<file path="src/rtl/plob_side_mem.sv">
// One side of the book: price/size memory with a synchronous read port and a used-bit vector.
// No dependencies.
module plob_side_mem #(
    parameter int LEVELS = 64,
    parameter int AW     = 6
) (
    input  logic          clk,
    input  logic          rst_n,
    input  logic [AW-1:0] rd_addr,
    output logic [31:0]   rd_price,
    output logic [31:0]   rd_size,
    output logic          rd_used,
    input  logic          wr_en,
    input  logic [AW-1:0] wr_addr,
    input  logic [31:0]   wr_price,
    input  logic [31:0]   wr_size,
    input  logic          used_set,
    input  logic          used_clr,
    input  logic [AW-1:0] used_addr
);
    logic [63:0]       mem [LEVELS];
    logic [LEVELS-1:0] used_reg;
    logic [63:0]       rd_reg;
    logic              rd_used_reg;

    always_ff @(posedge clk)
    begin
        if (wr_en)
        begin
            mem[wr_addr] <= {wr_price, wr_size};
        end
        rd_reg <= mem[rd_addr];
    end

    always_ff @(posedge clk or negedge rst_n)
    begin
        if (!rst_n)
        begin
            used_reg    <= '0;
            rd_used_reg <= 1'b0;
        end
        else
        begin
            rd_used_reg <= used_reg[rd_addr];
            if (used_set)
            begin
                used_reg[used_addr] <= 1'b1;
            end
            else if (used_clr)
            begin
                used_reg[used_addr] <= 1'b0;
            end
        end
    end

    assign rd_price = rd_reg[63:32];
    assign rd_size  = rd_reg[31:0];
    assign rd_used  = rd_used_reg;
endmodule

</file>
<file path="config.mk">
export PLATFORM = sky130hd
export DESIGN_NAME = plob_side_mem
export DESIGN_NICKNAME = d
export VERILOG_FILES = /design/src/rtl/plob_side_mem.sv
export SDC_FILE = /design/constraint.sdc
export NUM_CORES = 2
export LEC_CHECK = 0
export BUFFER_PORTS_ARGS = -buffer_cell sky130_fd_sc_hd__buf_2
export CAP_MARGIN = 40
export CORE_MARGIN = 2
export CORE_UTILIZATION = 51
export DETAILED_ROUTE_END_ITERATION = 8
export PLACE_DENSITY = 0.67
export SLEW_MARGIN = 20
export SYNTH_ARGS = -nofsm -noshare
export SYNTH_HDL_FRONTEND = slang
export SYNTH_SLANG_ARGS = --single-unit
</file>
<file path="constraint.sdc">
create_clock -name clk -period 1.6 [get_ports clk]
set_clock_uncertainty 0.05 [all_clocks]
set_input_delay 0.08 -clock clk [delete_from_list [all_inputs] [get_ports clk]]
set_output_delay 0.08 -clock clk [all_outputs]
set_load 0.01 [all_outputs]
</file>
Word-level counts from Yosys, hierarchy flattened. Memory sizes are Yosys's and may differ from the RTL's. A register that Yosys moved wholly into a read port is not among the register bits. Index checks and enable logic that the tools add are counted.

Magnitude comparators: 3. Mux-type cells: 8. Bitwise gates (word level): 3. Reductions and logical operators: 2.

Operators with widths (count): $mux W64 (2); $and A64 B64 Y64 (1); $not A64 Y64 (1); $or A64 B64 Y64 (1); $lt A6 B7 Y1 const B (2); $bmux W1 S6 (1); $demux W1 S6 (1); $ge A6 B1 Y1 const B (1); $mux W1 (4); $reduce_bool A2 Y1 (1); $logic_and A1 B1 Y1 (1).

Bits in registers: 65. Bits in writable memories: 4096. Bits of input ports: 87. Output and inout port bits: 65. Logic and storage cells: 19. Memories kept: 1.

Memories: mem (depth 64, bits a word 64, read ports 1, clocked after Yosys merged registers in 1, write ports 1, line 21) `logic [63:0] mem [LEVELS];`.

Logic depth before layout (Yosys ltp).
Depth in word-level cells: 8. Mapped depth: 9. Mapped depth without buffers: 5.

Worst setup path after synthesis. Ideal clock, no wire load.

Kind: input port to flip-flop. Start point: input wr_addr[3]. End point: memory mem[48][0] (enable). Setup time: 564 ps. Arrival: 4926 ps. Data required time: 986 ps. Setup slack: -3940 ps. Cell stages on the path: 4. Buffers on the path: 1. Path through: clkbuf_1 -> nor2b_1 -> nand4b_1 -> nor3_1.

RTL lines: from (decl) (line 14) `input logic [AW-1:0] wr_addr,`; to (decl) (line 21).

No word-level cell before the write port.

==> impl_metrics.py <==
metrics = {
    "run_status": {
        "status": "finished, violations left",
        "violations": "setup timing",
    },
    "power_and_ir_drop": {
        "power_leakage_nw": 63.7,
        "peakVddDrop_v": 0.000942,
        "power_density_nw_per_um2": 1210,
    },
    "placement": {
        "gp_congestion": 0.861,
        "portBuffers": 151,
        "dp_hpwl_um": 301000,
    },
    "global_route": {
        "grtUsageTotal_pct": 29.9,
        "grt_max_degree": 65,
        "antenna_found_initial": 16,
        "grt_overflow": 0,
        "grt_pass1_vias": 85000,
        "grt_pass1_wl_um": 659000,
    },
    "cells_and_area": {
        "seq_area_um2": 126000,
        "multi_input_area_um2": 33300,
        "drive_above_1_share_pct": 39.5,
        "fillCellCount": 20200,
        "syn_to_final_growth_pct": 23.7,
        "nets": 8539,
        "postLayoutCoreUtil_pct": 63.3,
        "largest_reg_flops": 4096,
    },
    "sta": {
        "maxSlewViolCount": 0,
        "fmax_ghz": 0.523,
        "hold_viol": 0,
        "worst_pin_slew_ns": 0.708,
        "fin_crit_sh_pct": 120,
        "slew_headroom_pct": 52.6,
        "fin_setup_tns_ns": -4.74,
        "fin_crit_ns": 1.91,
        "grt_setup_unrepaired": "true",
        "setup_viol": 66,
        "setup_ws_ns": -0.314,
    },
    "routing": {
        "drtAntennaViolNets": 0,
        "drt-pass1-iter-count": 7,
        "via_per_inst": 6.59,
        "vias": 85300,
        "drc": 0,
        "drt_iter0_markers": 14000,
        "wl_um": 474000,
        "wl_per_cell_um": 36.6,
    },
    "floorplanning": {
        "io_pins": 152,
        "core.rowCount": 205,
        "die_w_um": 563,
        "die_area_um2": 317000,
        "die_y_um": 563,
        "start_util_pct": 51.2,
        "coreArea_um2": 311000,
    },
    "synthesis": {
        "synth_compound_area_share_pct": 2.14,
        "synth_mux_area_share_pct": 15.2,
        "ys_warn_count": 0,
        "syn_area_um2": 159000,
        "synth_edf_count": 4096,
        "async_flop_share_pct": 1.54,
        "synth-simple-area-share_pct": 2.38,
        "avgSynthCellArea_um2": 22.9,
        "ys_seq_elements": 4225,
        "netlist_instances": 6956,
        "synth_fa_ha_area_share_pct": 0,
        "syn_nets": 7043,
        "synth_area_leaders": "edfxtp_1, mux4_2, dfrtp_1",
        "ys_seq_area_share_pct": 79.0,
        "synth.top_cell.area_share_pct": 77.2,
        "yosysMostFrequentCell": "edfxtp_1",
        "synth_top_family_by_area": "multiplexers",
        "synth_flop_cell": "edfxtp_1",
        "synth_area_leader_cell": "edfxtp_1",
        "synth_xor_area_share_pct": 0,
        "synthDistinctLibCells": 37,
        "ys_top_cells_by_count": "edfxtp_1, mux4_2, clkbuf_1",
    },
    "critical_path": {
        "crit_required_ns": 2.40,
        "crit_path_end_kind": "register",
        "cp-start-kind": "register",
        "r2r_cells": 6,
        "crit_fanout": 1,
        "critical_path_class": "register to register",
        "worst_ep_arrival_time_ns": 2.72,
    },
    "clocking": {
        "cts.reportedPaths.clkPinSlew_ns": 0.07,
        "cts.sinks": 4225,
        "htree_num_levels": 5,
        "cts.path.max_buffers": 4,
        "clk_latency_ns": 1.01,
        "cts_root_buffer": "clkbuf_16",
        "cts_buffers": 418,
        "tritoncts": "built",
    },
    "flow_run": {
        "cap_viol_max_count": 0,
    },
    "min_path": {
        "hold_path.class": "primary input to register",
        "hold_path_depth": 6,
    },
}
## final cells by class
cell class / instances / area share [%]
antenna: 2 / 0.00254
clock buffer: 531 / 5.68
tap: 4140 / 2.63
multi-input combinational: 2317 / 16.9
timing repair buffer: 1490 / 9.33
sequential: 4225 / 64.0
clock inverter: 244 / 1.44
## worst paths after layout
check | start | end | slack (ns)
min reg2reg | register | register | 0.45
min in group asynchronous | rst_n | asynchronous set/reset pin | 0.20
max | mem[7][31]$_DFFE_PP_ | rd_reg[31]$_DFF_P_ | -0.31
max reg2reg | mem[7][31]$_DFFE_PP_ | rd_reg[31]$_DFF_P_ | -0.31
max in group asynchronous | rst_n | asynchronous set/reset pin | 0.76
min | used_addr[2] | register | 0.06
## through the flow
stage	setup slack, ns	cell area, µm²	hold slack, ns	total power [W]	cells
3_5_place_dp	-1.01	180000	0.0498	0.139	12100
2_1_floorplan	-1.26	160000	-0.266	0.131	6956
3_3_place_gp	-0.986	180000	0.0376	0.138	12100
4_1_cts	-0.308	197000	0.0119	0.238	12900
5_1_grt	-0.369	197000	0.0520	0.243	12900
6_report	-0.314	197000	0.0586	0.237	12900
## layer usage
metal	share of wire (%)	routed length (µm)	vias up	GRT usage [%]
met1	37	174000	45500	42.4
met5	0.011	51	-	0
li1	-	-	32900	-
met2	47	222000	6005	46.0
met3	13	60800	860	7.33
met4	3.7	17600	8	9.75
## kinds of logic (layout without fill, tap and decap cells)
family / count (synthesis) / after routing
other: 0 / 2
AND/OR/NAND/NOR: 745 / 745
multiplexers: 1115 / 1115
buffers and inverters: 414 / 2265
flip-flops: 4225 / 4225
AO/OA/AOI/OAI: 457 / 457
## worst max-delay path: stages (launching register included)
cell and delay (ns):
edfxtp_1 0.37, mux4_2 0.49, mux2i_2 0.20, a221o_1 0.26, o21ai_1 0.09, buf_4 0.17
and3_4 0.15
## where the power goes
part           internal (W)  leakage [nW]  switching (W)
logic               0.00636          18.6        0.00779
clock network        0.0574          6.82         0.0426
registers             0.123          38.2       0.000750
total                 0.186          63.7         0.0511
## cells in the final DEF, fill, tap and decap left out, drive strengths merged, types with 126 or more instances in the layout
| cell type | instances |
|---|---|
| edfxtp | 4096 |
| buf | 1386 |
| mux4 | 1040 |
| clkbuf | 533 |
| clkinv | 168 |
| nand2 | 164 |
| nand3 | 143 |
| nand4 | 133 |
| a22oi | 130 |
| o22ai | 126 |
## timing repair
action                                   CTS  global route
buffers inserted                           0             1
cloned                                     0             1
resized for setup                        342            48
pin swaps                                156            39
hold endpoints to repair                5424            29
endpoints found under the setup margin   128           184
hold buffers                             102             3
Power figures use the tool's default switching activity.
